**src/rtl/prqs_pkg.sv**
```systemverilog
// Shared widths, request and status codes, and cell control type for the ready queue scheduler.
`default_nettype none
package prqs_pkg;

  localparam int REQ_W    = 3;
  localparam int ID_W     = 6;
  localparam int PRIO_W   = 5;
  localparam int CHOSEN_W = 6;
  localparam int STATUS_W = 3;
  localparam int READY_W  = 6;

  localparam int DEF_PRIO_LEVELS = 32;
  localparam int DEF_TASK_SLOTS  = 64;

  typedef enum logic [REQ_W-1:0] {
    REQ_ADD    = 3'd0,
    REQ_PICK   = 3'd1,
    REQ_SWITCH = 3'd2,
    REQ_LOCK   = 3'd3,
    REQ_UNLOCK = 3'd4
  } req_t;

  typedef enum logic [STATUS_W-1:0] {
    ST_DONE      = 3'd0,
    ST_KEPT      = 3'd1,
    ST_EMPTY     = 3'd2,
    ST_DEFERRED  = 3'd3,
    ST_LOCKED    = 3'd4,
    ST_UNLOCKED  = 3'd5
  } status_t;

  typedef struct packed {
    logic enq;
    logic clr;
    logic hld;
  } cell_ctl_t;

endpackage
`default_nettype wire

```
**src/rtl/prqs_ram.sv**
```systemverilog
// Generic single-write, single-read RAM with registered read data.
`default_nettype none
module prqs_ram #(
  parameter int WIDTH = 8,
  parameter int DEPTH = 64
) (
  input  wire logic                     clk,
  input  wire logic                     we,
  input  wire logic [$clog2(DEPTH)-1:0] waddr,
  input  wire logic [WIDTH-1:0]         wdata,
  input  wire logic [$clog2(DEPTH)-1:0] raddr,
  output logic      [WIDTH-1:0]         rdata
);

  logic [WIDTH-1:0] mem [DEPTH];

  always_ff @(posedge clk) begin
    if (we) begin
      mem[waddr] <= wdata;
    end
    rdata <= mem[raddr];
  end

endmodule
`default_nettype wire

```
**src/rtl/prqs_cell.sv**
```systemverilog
// One priority level cell: list head, list tail and busy flag, chained for top search.
`default_nettype none
module prqs_cell #(
  parameter int LEVEL = 0,
  parameter int LW    = 5,
  parameter int TW    = 6
) (
  input  wire logic                clk,
  input  wire logic                rst,
  input  wire prqs_pkg::cell_ctl_t ctl,
  input  wire logic [LW-1:0]       enq_lv,
  input  wire logic [LW-1:0]       deq_lv,
  input  wire logic [TW-1:0]       tid,
  input  wire logic [TW-1:0]       head_val,
  input  wire logic                found_in,
  output logic                     found_out,
  output logic                     is_top,
  output logic                     busy,
  output logic      [TW-1:0]       head,
  output logic      [TW-1:0]       tail
);
  import prqs_pkg::*;

  localparam logic [LW-1:0] ME = LW'(LEVEL);

  logic enq_hit;
  logic deq_hit;
  logic busy_next;

  assign enq_hit   = ctl.enq && (enq_lv == ME);
  assign deq_hit   = deq_lv == ME;
  assign is_top    = busy && !found_in;
  assign found_out = found_in || busy;

  always_comb begin
    busy_next = busy;
    if (enq_hit) begin
      busy_next = 1'b1;
    end
    if (ctl.clr && deq_hit) begin
      busy_next = 1'b0;
    end
  end

  always_ff @(posedge clk) begin
    if (rst) begin
      busy <= 1'b0;
    end else begin
      busy <= busy_next;
    end
  end

  always_ff @(posedge clk) begin
    if (enq_hit) begin
      tail <= tid;
      if (!busy) begin
        head <= tid;
      end
    end else if (ctl.hld && deq_hit) begin
      head <= head_val;
    end
  end

endmodule
`default_nettype wire

```
**src/rtl/priority_ready_queue_scheduler.sv**
```systemverilog
// Top level: fixed-priority ready queue built from a chain of per-level cells and a link RAM.
// An accepted request goes to S_LINK or S_FIN, which loads its result once the output is free.
// A pop that leaves its level non-empty uses S_LINK to load the new list head
// from the registered link RAM read; other requests use S_FIN to read the updated top level.
// No new request is taken until the last one has loaded its result; a stalled result holds
// the next request in S_LINK or S_FIN and stalls the input until the result is taken.
// Reset empties every level and unlocks switching; the link RAM is not cleared.
`default_nettype none
module priority_ready_queue_scheduler #(
  parameter int PRIO_LEVELS = prqs_pkg::DEF_PRIO_LEVELS,
  parameter int TASK_SLOTS  = prqs_pkg::DEF_TASK_SLOTS
) (
  input  wire logic                          clk,
  input  wire logic                          rst,
  input  wire logic                          req_valid,
  output logic                               req_stall,
  input  wire logic [prqs_pkg::REQ_W-1:0]    req_type,
  input  wire logic [prqs_pkg::ID_W-1:0]     task_id,
  input  wire logic [prqs_pkg::PRIO_W-1:0]   task_prio,
  output logic                               res_valid,
  input  wire logic                          res_stall,
  output logic      [prqs_pkg::CHOSEN_W-1:0] chosen_task,
  output logic      [prqs_pkg::STATUS_W-1:0] status,
  output logic      [prqs_pkg::READY_W-1:0]  ready_highest
);
  import prqs_pkg::*;

  localparam int LW = $clog2(PRIO_LEVELS);
  localparam int TW = $clog2(TASK_SLOTS);
  localparam int RW = $clog2(PRIO_LEVELS + 1);

  typedef enum logic [2:0] {
    S_IDLE = 3'b001,
    S_LINK = 3'b010,
    S_FIN  = 3'b100
  } state_t;

  function automatic logic [TW-1:0] wrap_tid(input logic [ID_W-1:0] v);
    int r;
    r = int'(v);
    for (int i = ID_W - 1; i >= 0; i--) begin
      if (r >= (TASK_SLOTS << i)) begin
        r = r - (TASK_SLOTS << i);
      end
    end
    return TW'(r);
  endfunction

  state_t state, state_next;
  logic   locked, locked_next;

  logic [TW-1:0]       tid_in;
  logic [LW-1:0]       lv_in;
  logic                acc;
  logic                out_free;

  cell_ctl_t           ctl;
  logic [LW-1:0]       deq_lv;
  logic [TW-1:0]       head_val;
  logic [PRIO_LEVELS:0] found;
  logic                is_top    [PRIO_LEVELS];
  logic                cell_busy [PRIO_LEVELS];
  logic [TW-1:0]       cell_head [PRIO_LEVELS];
  logic [TW-1:0]       cell_tail [PRIO_LEVELS];

  logic [LW-1:0]       top_lv;
  logic [RW-1:0]       top_idx;
  logic                top_none;
  logic [TW-1:0]       top_head;
  logic [TW-1:0]       top_tail;
  logic                lv_busy;
  logic [TW-1:0]       lv_tail;
  logic [TW-1:0]       tail_after;

  logic                ram_we;
  logic [TW-1:0]       ram_waddr;
  logic [TW-1:0]       ram_raddr;
  logic [TW-1:0]       ram_q;

  logic [LW-1:0]       deq_lv_q;
  logic                byp_q;
  logic [TW-1:0]       byp_data_q;
  logic [TW-1:0]       res_chosen_q;
  status_t             res_status_q;

  logic                do_deq;
  logic [TW-1:0]       chosen_c;
  status_t             status_c;

  assign tid_in   = wrap_tid(task_id);
  assign lv_in    = (int'(task_prio) >= PRIO_LEVELS) ? LW'(PRIO_LEVELS - 1) : LW'(task_prio);
  assign req_stall = state != S_IDLE;
  assign acc      = req_valid && (state == S_IDLE);
  assign out_free = !res_valid || !res_stall;

  assign found[0] = 1'b0;

  for (genvar g = 0; g < PRIO_LEVELS; g++) begin : g_cell
    prqs_cell #(
      .LEVEL (g),
      .LW    (LW),
      .TW    (TW)
    ) u_cell (
      .clk       (clk),
      .rst       (rst),
      .ctl       (ctl),
      .enq_lv    (lv_in),
      .deq_lv    (deq_lv),
      .tid       (tid_in),
      .head_val  (head_val),
      .found_in  (found[g]),
      .found_out (found[g+1]),
      .is_top    (is_top[g]),
      .busy      (cell_busy[g]),
      .head      (cell_head[g]),
      .tail      (cell_tail[g])
    );
  end

  always_comb begin
    top_lv   = '0;
    top_head = '0;
    top_tail = '0;
    lv_busy  = 1'b0;
    lv_tail  = '0;
    for (int i = 0; i < PRIO_LEVELS; i++) begin
      if (is_top[i]) begin
        top_lv   = top_lv | LW'(i);
        top_head = top_head | cell_head[i];
        top_tail = top_tail | cell_tail[i];
      end
      if (LW'(i) == lv_in) begin
        lv_busy = lv_busy | cell_busy[i];
        lv_tail = lv_tail | cell_tail[i];
      end
    end
  end

  assign top_none = !found[PRIO_LEVELS];
  assign top_idx  = top_none ? RW'(PRIO_LEVELS) : RW'(top_lv);

  always_comb begin
    ctl         = '0;
    deq_lv      = top_lv;
    head_val    = byp_q ? byp_data_q : ram_q;
    ram_we      = 1'b0;
    ram_waddr   = lv_tail;
    ram_raddr   = top_head;
    do_deq      = 1'b0;
    chosen_c    = '0;
    status_c    = ST_DONE;
    locked_next = locked;
    tail_after  = (RW'(lv_in) == top_idx) ? tid_in : top_tail;
    state_next  = state;
    unique case (state)
      S_IDLE: begin
        if (acc) begin
          state_next = S_FIN;
          unique case (req_type)
            REQ_ADD: begin
              ctl.enq = 1'b1;
              ram_we  = lv_busy;
            end
            REQ_PICK: begin
              if (top_none) begin
                status_c = ST_EMPTY;
              end else begin
                do_deq     = 1'b1;
                tail_after = top_tail;
              end
            end
            REQ_SWITCH: begin
              if (locked) begin
                status_c = ST_DEFERRED;
                chosen_c = tid_in;
              end else if (top_none || (RW'(lv_in) < top_idx)) begin
                status_c = ST_KEPT;
                chosen_c = tid_in;
              end else begin
                ctl.enq = 1'b1;
                ram_we  = lv_busy;
                do_deq  = 1'b1;
              end
            end
            REQ_LOCK: begin
              if (locked) begin
                status_c = ST_LOCKED;
              end else begin
                locked_next = 1'b1;
              end
            end
            REQ_UNLOCK: begin
              if (!locked) begin
                status_c = ST_UNLOCKED;
              end else begin
                locked_next = 1'b0;
              end
            end
            default: begin
              status_c = ST_DONE;
            end
          endcase
          if (do_deq) begin
            chosen_c = top_head;
            if (top_head == tail_after) begin
              ctl.clr = 1'b1;
            end else begin
              state_next = S_LINK;
            end
          end
        end
      end
      S_LINK: begin
        ctl.hld    = 1'b1;
        deq_lv     = deq_lv_q;
        state_next = out_free ? S_IDLE : S_FIN;
      end
      S_FIN: begin
        if (out_free) begin
          state_next = S_IDLE;
        end
      end
      default: begin
        state_next = S_IDLE;
      end
    endcase
  end

  prqs_ram #(
    .WIDTH (TW),
    .DEPTH (TASK_SLOTS)
  ) u_link (
    .clk   (clk),
    .we    (ram_we),
    .waddr (ram_waddr),
    .wdata (tid_in),
    .raddr (ram_raddr),
    .rdata (ram_q)
  );

  always_ff @(posedge clk) begin
    if (rst) begin
      state     <= S_IDLE;
      locked    <= 1'b0;
      res_valid <= 1'b0;
    end else begin
      state  <= state_next;
      locked <= locked_next;
      if ((state == S_LINK || state == S_FIN) && out_free) begin
        res_valid <= 1'b1;
      end else if (!res_stall) begin
        res_valid <= 1'b0;
      end
    end
  end

  always_ff @(posedge clk) begin
    if (acc) begin
      deq_lv_q     <= top_lv;
      byp_q        <= ram_we && (ram_waddr == ram_raddr);
      byp_data_q   <= tid_in;
      res_chosen_q <= chosen_c;
      res_status_q <= status_c;
    end
    if ((state == S_LINK || state == S_FIN) && out_free) begin
      chosen_task   <= CHOSEN_W'(res_chosen_q);
      status        <= res_status_q;
      ready_highest <= READY_W'(top_idx);
    end
  end

endmodule
`default_nettype wire

```
**config.mk**
```make
export PLATFORM = sky130hd
export DESIGN_NAME = priority_ready_queue_scheduler
export DESIGN_NICKNAME = d
export VERILOG_FILES = /design/src/rtl/prqs_pkg.sv /design/src/rtl/prqs_ram.sv /design/src/rtl/prqs_cell.sv /design/src/rtl/priority_ready_queue_scheduler.sv
export SDC_FILE = /design/constraint.sdc
export NUM_CORES = 1
export LEC_CHECK = 0
export BUFFER_PORTS_ARGS = -buffer_cell sky130_fd_sc_hd__buf_2
export CORE_ASPECT_RATIO = 1.25
export CORE_MARGIN = 1.5
export CORE_UTILIZATION = 40
export DETAILED_ROUTE_END_ITERATION = 7
export HOLD_SLACK_MARGIN = 0.05
export PLACE_DENSITY_LB_ADDON = 0.12
export SLEW_MARGIN = 10
export SYNTH_ARGS = -nofsm -noshare
export SYNTH_HDL_FRONTEND = slang
export SYNTH_SLANG_ARGS = --single-unit
```
**constraint.sdc**
```tcl
create_clock -name clk -period 5.2 [get_ports clk]
set_input_delay 0 -clock clk [delete_from_list [all_inputs] [get_ports clk]]
set_output_delay 0 -clock clk [all_outputs]
set_load 0.05 [all_outputs]
```
==> metrics.cfg, run 1 <==
[global_routing]
grt_first_pass_wirelength_um=224000
globalRouteOverflowTotal=0
track_usage_pct=32.7
grt_antenna_before_repair=2
grt_pass1_vias=29600
grt_start_max_net_pins=87

[sta]
layout_skew_ns=0.0217
slew_violations=0
final.hold.worst_slack_ns=0.0675
final-hold-violation-count=0
fin_crit_sh_pct=96.9
tightestPinTransition_ns=1.13
worst_slew_margin_rel_pct=24.4
timing.final.setup_violations=0
fmax_ghz=0.198
fin_crit_ns=5.04

[yosys]
synth.area.top_cells=sky130_fd_sc_hd__edfxtp_1 (63%), sky130_fd_sc_hd__a21oi_1 (4.3%), sky130_fd_sc_hd__nor2_1 (4.0%)
adder_cell_share_of_the_synthesized_area_pct=0.163
yosys_warnings=0
ys.flop_type=sky130_fd_sc_hd__edfxtp_1
postSynth.asyncResetShare_pct=0
synth_area_leader_cell=sky130_fd_sc_hd__edfxtp_1
synthesis.nets=3229
synth_seq_cells=847
post_synthesis_share_of_cell_area_spent_on_and_or_nand_and_nor_gates_pct=13.3
avgSynthCellArea_sq_um=12.0
synth_common_cells=sky130_fd_sc_hd__edfxtp_1 (804), sky130_fd_sc_hd__nor2_1 (409), sky130_fd_sc_hd__nand2_1 (339), sky130_fd_sc_hd__a21oi_1 (327), sky130_fd_sc_hd__clkbuf_1 (141)
netlist_area_sq_um=38400
sequential_to_total_area_share_from_yosys_stat_pct=65.2
synth.mux.area_fraction_pct=2.92
post_synth_edffs=804
synth_xor_xnor_area_share_pct=0.297
yosys.cell_count.top_type=sky130_fd_sc_hd__edfxtp_1
yosys.area.top_type_share_pct=63.0
synth_top_family_by_area=compound AO/OA/AOI/OAI gates
netlist_instances=3206
netlist-cell-type-count=89
synth_compound_gate_area_share_pct=14.7

[clocking]
cts_max_path_buffers=3
clkTransAtPathRegs_ns=0.07
clock_sink_count=847
cts-htree-levels=3
clock_tree.root_cell=sky130_fd_sc_hd__clkbuf_16
cts_buffers=87
clock_latency_ns=0.68
clock_tree_from_tritoncts=yes

[power_and_ir_drop]
report.power.total_mw=15.1
p_per_area_nw_per_um2=333
leakage_nw=15.7
peakVddDrop_v=0.000303

[routing]
drt.antenna.violating_nets=0
drt-initial-drc-count=3549
wl_per_cell_um=33.0
drt_drc_violations_left=0
dr.pass1.iters=8
routed_wl_um=161000
vias_per_cell=6.14
routed-via-count=29900

[outcome]
status=complete, no violations

[setup_path]
setup.worst_path.start_class=flip-flop
setup.worst_path.class=flip-flop to flip-flop
critical-path-slowest-cell=sky130_fd_sc_hd__a2111oi_0
cp.arrival_ns=5.60
worstPathCellList=buf_4 -> nor2b_1 -> a221oi_1 -> o221ai_1 -> a2111o_1 -> a2111o_1 -> o21ai_2 -> o22ai_1 -> a2111oi_0 -> buf_4 -> nand2_1 -> o2111a_1
crit_path_max_fo=21
timing.critical_path.to_type=flip-flop
critical-path-max-stage-delay_ns=0.73
required_ns=5.76

[die]
die_area_sq_um=97800
core_area_sq_um=94700
start_util_pct=40.5
io_pins=35
dieWidth_um=280
fp_rows=126
die-height_um=349

[cells_and_area]
fill_cells=8545
final_area_sq_um=45500
final_core_util_pct=48.0
area_of_the_multi_input_gates_sq_um=12200
synthToLayoutAreaGrowth_pct=18.7
post_route_cells_drive_above_1_share_pct=18.3
register_area_sq_um=25000
design.final.nets=3540

[placed_design]
place_area_sq_um=42400
hpwlAfterDp_um=116000
port_buffer_count=34
gpl.final_weighted_congestion=1.07

[job]
timing.max_cap.violations=0

[hold_path]
min_path_type=input pin to flip-flop

-- sequential cells by signal (all words and copies together), names as in the netlist --
register and cells:
g_cell.u_cell.head 192, res_chosen_q 6, chosen_task 6, ready_highest 6, state 3, byp_data_q 6, deq_lv_q 5, u_link.mem 384
byp_q 1, g_cell.u_cell.tail 192, u_link.rdata 6, res_valid 1, g_cell.u_cell.busy 32, locked 1, status 3, res_status_q 3
-- path summary, 6_finish.rpt --
kind / startpoint / end / slack, ns / cells after the start
max: g_cell[1].u_cell.busy / u_link.rdata[3] / 0.16 / 12
min: task_id[1] / g_cell[22].u_cell.tail[1] / 0.07 / 2
max reg2reg: g_cell[1].u_cell.busy / u_link.rdata[3] / 0.16 / 12
min reg2reg: res_chosen_q[4] / chosen_task[4] / 0.42 / 0
-- worst max-delay path, delay by kind of cell, from the launching register on --
family | cells | cell delay [ns]
and+or+nand+nor | 2 | 0.41
DFF | 1 | 0.40
buffers and inverters | 2 | 0.59
AOI/OAI and AO/OA | 8 | 3.51
-- cell usage in the layout (no fill, tap or decap), drive strengths merged, types with 40 or more instances in the layout --
master  count
a22o       40
a21oi     327
dfxtp      43
o22ai      74
o21ai      48
nand3      68
a221oi     46
nand4      43
mux2i     105
a22oi     130
buf       446
nand2     345
edfxtp    804
nor2      409
nor3       63
clkbuf    102
inv        63
-- metal layers --
layer  GRT usage (%)  vias up  part of all wire [%]
met2            56.4     1690                    49
met5               0        -                0.0044
met3            5.88      525                   7.1
met4            23.0        2                   8.5
met1            36.6    14800                    35
li1                -    12900                     -
-- stage by stage --
step	cells	TNS, ns	setup slack [ns]
floorplan	3206	0	0.0887
global placement	4694	0	0.0403
detailed placement	4694	0	0.0740
CTS	4867	0	0.0279
global route	4869	-0.0151	-0.00383
finish	4870	0	0.159
-- cells by family after synthesis --
group                      Yosys count
DFF                                847
and+or+nand+nor                   1092
muxes                              111
adders and majority gates            5
AOI/OAI and AO/OA                  843
buffers and inverters              295
xor gates and xnor gates            13
-- area by class of cell --
type	instances	share of cell area (%)
Sequential cell	847	54.9
Multi-Input combinational cell	2064	26.8
Timing Repair Buffer	458	7.72
Clock buffer	102	4.97
Tap cell	1280	3.52
Clock inverter	59	1.58
Inverter	59	0.495
Antenna cell	1	0.00550
-- timing repair --
action,in CTS,in global routing
endpoints found under the hold margin,113,0
setup endpoints to repair,0,365
hold buffers,12,0
buffers inserted,0,2
resized for setup,0,12
-- report_power, final --
group | switching (mW) | internal, mW | leakage, nW
sequential | 0.0169 | 7.52 | 7.59
combinational | 0.703 | 0.293 | 6.70
clock | 2.84 | 3.76 | 1.42
total | 3.56 | 11.6 | 15.7
Power figures use the tool's default switching activity.
==> run 2: changes to the inputs <==
--- a/config.mk
+++ b/config.mk
@@ -6,7 +6,7 @@
 export NUM_CORES = 1
 export LEC_CHECK = 0
 export BUFFER_PORTS_ARGS = -buffer_cell sky130_fd_sc_hd__buf_2
-export CORE_ASPECT_RATIO = 1.25
+export CORE_ASPECT_RATIO = 1.5
 export CORE_MARGIN = 1.5
 export CORE_UTILIZATION = 40
 export DETAILED_ROUTE_END_ITERATION = 7
==> metrics.cfg, run 2 (synthesis gave the netlist of run 1 again) <==
[clocking]
clock_latency_ns=0.70  ; was 0.68 ns
cts-htree-levels=3  ; unchanged
clkTransAtPathRegs_ns=0.06  ; was 0.07 ns
clock_sink_count=847  ; unchanged
cts_buffers=84  ; was 87
clock_tree_from_tritoncts=yes  ; unchanged
clock_tree.root_cell=sky130_fd_sc_hd__clkbuf_16  ; unchanged
cts_max_path_buffers=3  ; unchanged

[setup_path]
critPathMostFrequentCell=sky130_fd_sc_hd__buf_4
timing.critical_path.to_type=flip-flop  ; unchanged
r2r-start=g_cell[3].u_cell.busy  ; was g_cell[1].u_cell.busy
crit_path_max_fo=8  ; was 21
crit-reg2reg-capture=u_link.rdata[1]  ; was u_link.rdata[3]
critical-path-max-stage-delay_ns=0.89  ; was 0.73 ns
required_ns=5.78  ; was 5.76 ns
crit_start=g_cell[3].u_cell.busy  ; was g_cell[1].u_cell.busy
setup.worst_path.class=flip-flop to flip-flop  ; unchanged
setup.worst_path.start_class=flip-flop  ; unchanged
worst_setup_path_endpoint=u_link.rdata[1]  ; was u_link.rdata[3]
reg2reg_setup_slack_ns=-0.22  ; was 0.16 ns
critical-path-slowest-cell=sky130_fd_sc_hd__nor2_1  ; was sky130_fd_sc_hd__a2111oi_0
ff2ff_path_depth=16  ; was 12
worstPathCellList=buf_4 -> nor4_4 -> buf_6 -> buf_4 -> nand4_1 -> nor2_1 -> nand3_1 -> o21a_1 -> nand4_1 -> buf_4 -> nand3_1 -> buf_4 -> a2111oi_1 -> buf_4 -> nand2_1 -> o2111a_1  ; was buf_4 -> nor2b_1 -> a221oi_1 -> o221ai_1 -> a2111o_1 -> a2111o_1 -> o21ai_2 -> o22ai_1 -> a2111oi_0 -> buf_4 -> nand2_1 -> o2111a_1
cp.arrival_ns=6.00  ; was 5.60 ns

[cells_and_area]
register_area_sq_um=25000  ; about the same
final_area_sq_um=46400  ; was 45500 sq um
largest_register=u_link.mem  ; unchanged
synthToLayoutAreaGrowth_pct=20.9  ; was 18.7%
design.final.nets=3631  ; was 3540
most_common_cell_after_layout_fill_and_taps_aside=sky130_fd_sc_hd__edfxtp_1  ; unchanged
final_core_util_pct=49.0  ; was 48.0%
area_of_the_multi_input_gates_sq_um=12400  ; was 12200 sq um
layout.cells.most_common_list=sky130_fd_sc_hd__edfxtp_1 (804), sky130_fd_sc_hd__buf_4 (477), sky130_fd_sc_hd__nor2_1 (397)  ; was sky130_fd_sc_hd__edfxtp_1 (804), sky130_fd_sc_hd__buf_4 (408), sky130_fd_sc_hd__nor2_1 (407)
fill_cells=8578  ; was 8545
post_route_cells_drive_above_1_share_pct=20.7  ; was 18.3%
largest_register_ff_count=384  ; unchanged
final_cells=4943  ; was 4870
largest_registers=u_link.mem x384, g_cell.u_cell.head x192, g_cell.u_cell.tail x192  ; unchanged

[die]
fp_rows=138  ; was 126
io_pins=35  ; unchanged
dieWidth_um=256  ; was 280 um
die-height_um=382  ; was 349 um
core_area_sq_um=94600  ; was 94700 sq um
start_util_pct=40.5  ; about the same
die_area_sq_um=97800  ; about the same

[job]
timing.max_cap.violations=0  ; unchanged

[routing]
routed-via-count=30700  ; was 29900
dr.pass1.iters=8  ; unchanged
vias_per_cell=6.21  ; was 6.14
wl_per_cell_um=37.3  ; was 33.0 um
drt.antenna.violating_nets=0  ; unchanged
drt-initial-drc-count=3255  ; was 3549
drt_drc_violations_left=0  ; unchanged
routed_wl_um=184000  ; was 161000 um

[sta]
fin_crit_sh_pct=104  ; was 96.9%
layout_skew_ns=0.0214  ; was 0.0217 ns
postLayoutSetupSlackWorst_ns=-0.221  ; was 0.159 ns
tightestPinTransition_ns=1.22  ; was 1.13 ns
slew_violations=0  ; unchanged
fin_crit_ns=5.42  ; was 5.04 ns
timing.final.setup_violations=4  ; was 0
final.setup.tns_ns=-0.686  ; was 0 ns
final-hold-violation-count=0  ; unchanged
fmax_ghz=0.184  ; was 0.198 GHz
final.hold.worst_slack_ns=0.118  ; was 0.0675 ns
worst_slew_margin_rel_pct=18.8  ; was 24.4%

[power_and_ir_drop]
p_per_area_nw_per_um2=318  ; was 333 nW/um^2
report.power.total_mw=14.7  ; was 15.1 mW
peakVddDrop_v=0.000272  ; was 0.000303 V
leakage_nw=16.2  ; was 15.7 nW

[placed_design]
port_buffer_count=34  ; unchanged
gpl.final_weighted_congestion=1.07  ; about the same
place_area_sq_um=43200  ; was 42400 sq um
placement.setup.worst_slack_ns=-0.469  ; was 0.0740 ns
placed_cells=4753  ; was 4694
hpwlAfterDp_um=133000  ; was 116000 um

[global_routing]
grt_pass1_vias=30300  ; was 29600
grt.met3_usage_pct=9.09  ; was 5.88%
grt_antenna_before_repair=17  ; was 2
groute.layer.met2.usage_pct=64.2  ; was 56.4%
track_usage_pct=37.6  ; was 32.7%
grt_start_max_net_pins=110  ; was 87
grt_first_pass_wirelength_um=250000  ; was 224000 um
globalRoute.busiestLayer=met2  ; unchanged
globalRouteOverflowTotal=0  ; unchanged
met1_usage_pct=37.3  ; was 36.6%

[outcome]
violations_in_the_final_reports=setup timing
status=complete, but fails checks  ; was complete, no violations

[hold_path]
min_path_type=input pin to flip-flop  ; unchanged

run 2: changes by cell type in the layout (fill, tap and decap cells not counted), moves of 4 or more:
cell	previous run	this run
sky130_fd_sc_hd__a2111oi_0	13	6
sky130_fd_sc_hd__a2111oi_2	1	5
sky130_fd_sc_hd__buf_12	9	30
sky130_fd_sc_hd__buf_4	408	477
sky130_fd_sc_hd__bufinv_16	12	7
sky130_fd_sc_hd__clkbuf_1	12	16
sky130_fd_sc_hd__clkinv_2	10	18
sky130_fd_sc_hd__clkinvlp_4	13	3
sky130_fd_sc_hd__diode_2	1	8
sky130_fd_sc_hd__nor2_1	407	397
sky130_fd_sc_hd__nor2_2	1	10
run 2: worst max-delay path: cells and delay by family (launching register included):
family                 cells  cell delay (ns)
AOI/OAI and AO/OA          3             1.04
and+or+nand+nor            7             2.72
DFF                        1             0.31
buffers and inverters      6             1.24
run 2: repair_timing:
action,4_1_cts,5_1_grt
resized for setup,9,30
hold buffers,15,0
pin swaps,0,8
setup buffers,0,13
hold endpoints to repair,187,0
setup endpoints to repair,160,862
run 2: worst min path at each step:
| stage | from | slack (ns) | cells past startpoint | endpoint |
|---|---|---|---|---|
| 6_report | req_valid | 0.12 | 3 | res_chosen_q[5] |
| 3_3_place_gp | res_stall | 0.31 | 3 | res_valid |
| 3_5_place_dp | res_stall | 0.31 | 3 | res_valid |
| 4_1_cts | req_valid | 0.09 | 3 | res_chosen_q[4] |
| 5_1_grt | req_valid | 0.17 | 3 | res_chosen_q[4] |
| 2_1_floorplan | task_id[0] | 0.1 | 0 | byp_data_q[0] |
run 2: cell type report:
| cell class | count | area share, % |
|---|---|---|
| tap | 1260 | 3.40 |
| multi-input combinational | 2064 | 26.6 |
| timing repair buffer | 552 | 9.69 |
| antenna | 8 | 0.0432 |
| sequential | 847 | 53.9 |
| clock buffer | 104 | 4.80 |
| inverter | 59 | 0.477 |
| clock inverter | 49 | 1.05 |
run 2: layer usage:
metal | up-vias | routed length [um] | share of wire, %
li1 | 13000 | - | -
met1 | 15200 | 58600 | 32
met2 | 1765 | 90600 | 49
met3 | 697 | 13600 | 7.4
met4 | 16 | 21300 | 12
met5 | - | 105 | 0.057
run 2: power breakdown:
part	leakage (nW)	internal, mW	switching, mW
clock	1.33	3.41	2.73
sequential	7.59	7.52	0.0179
combinational	7.28	0.314	0.744
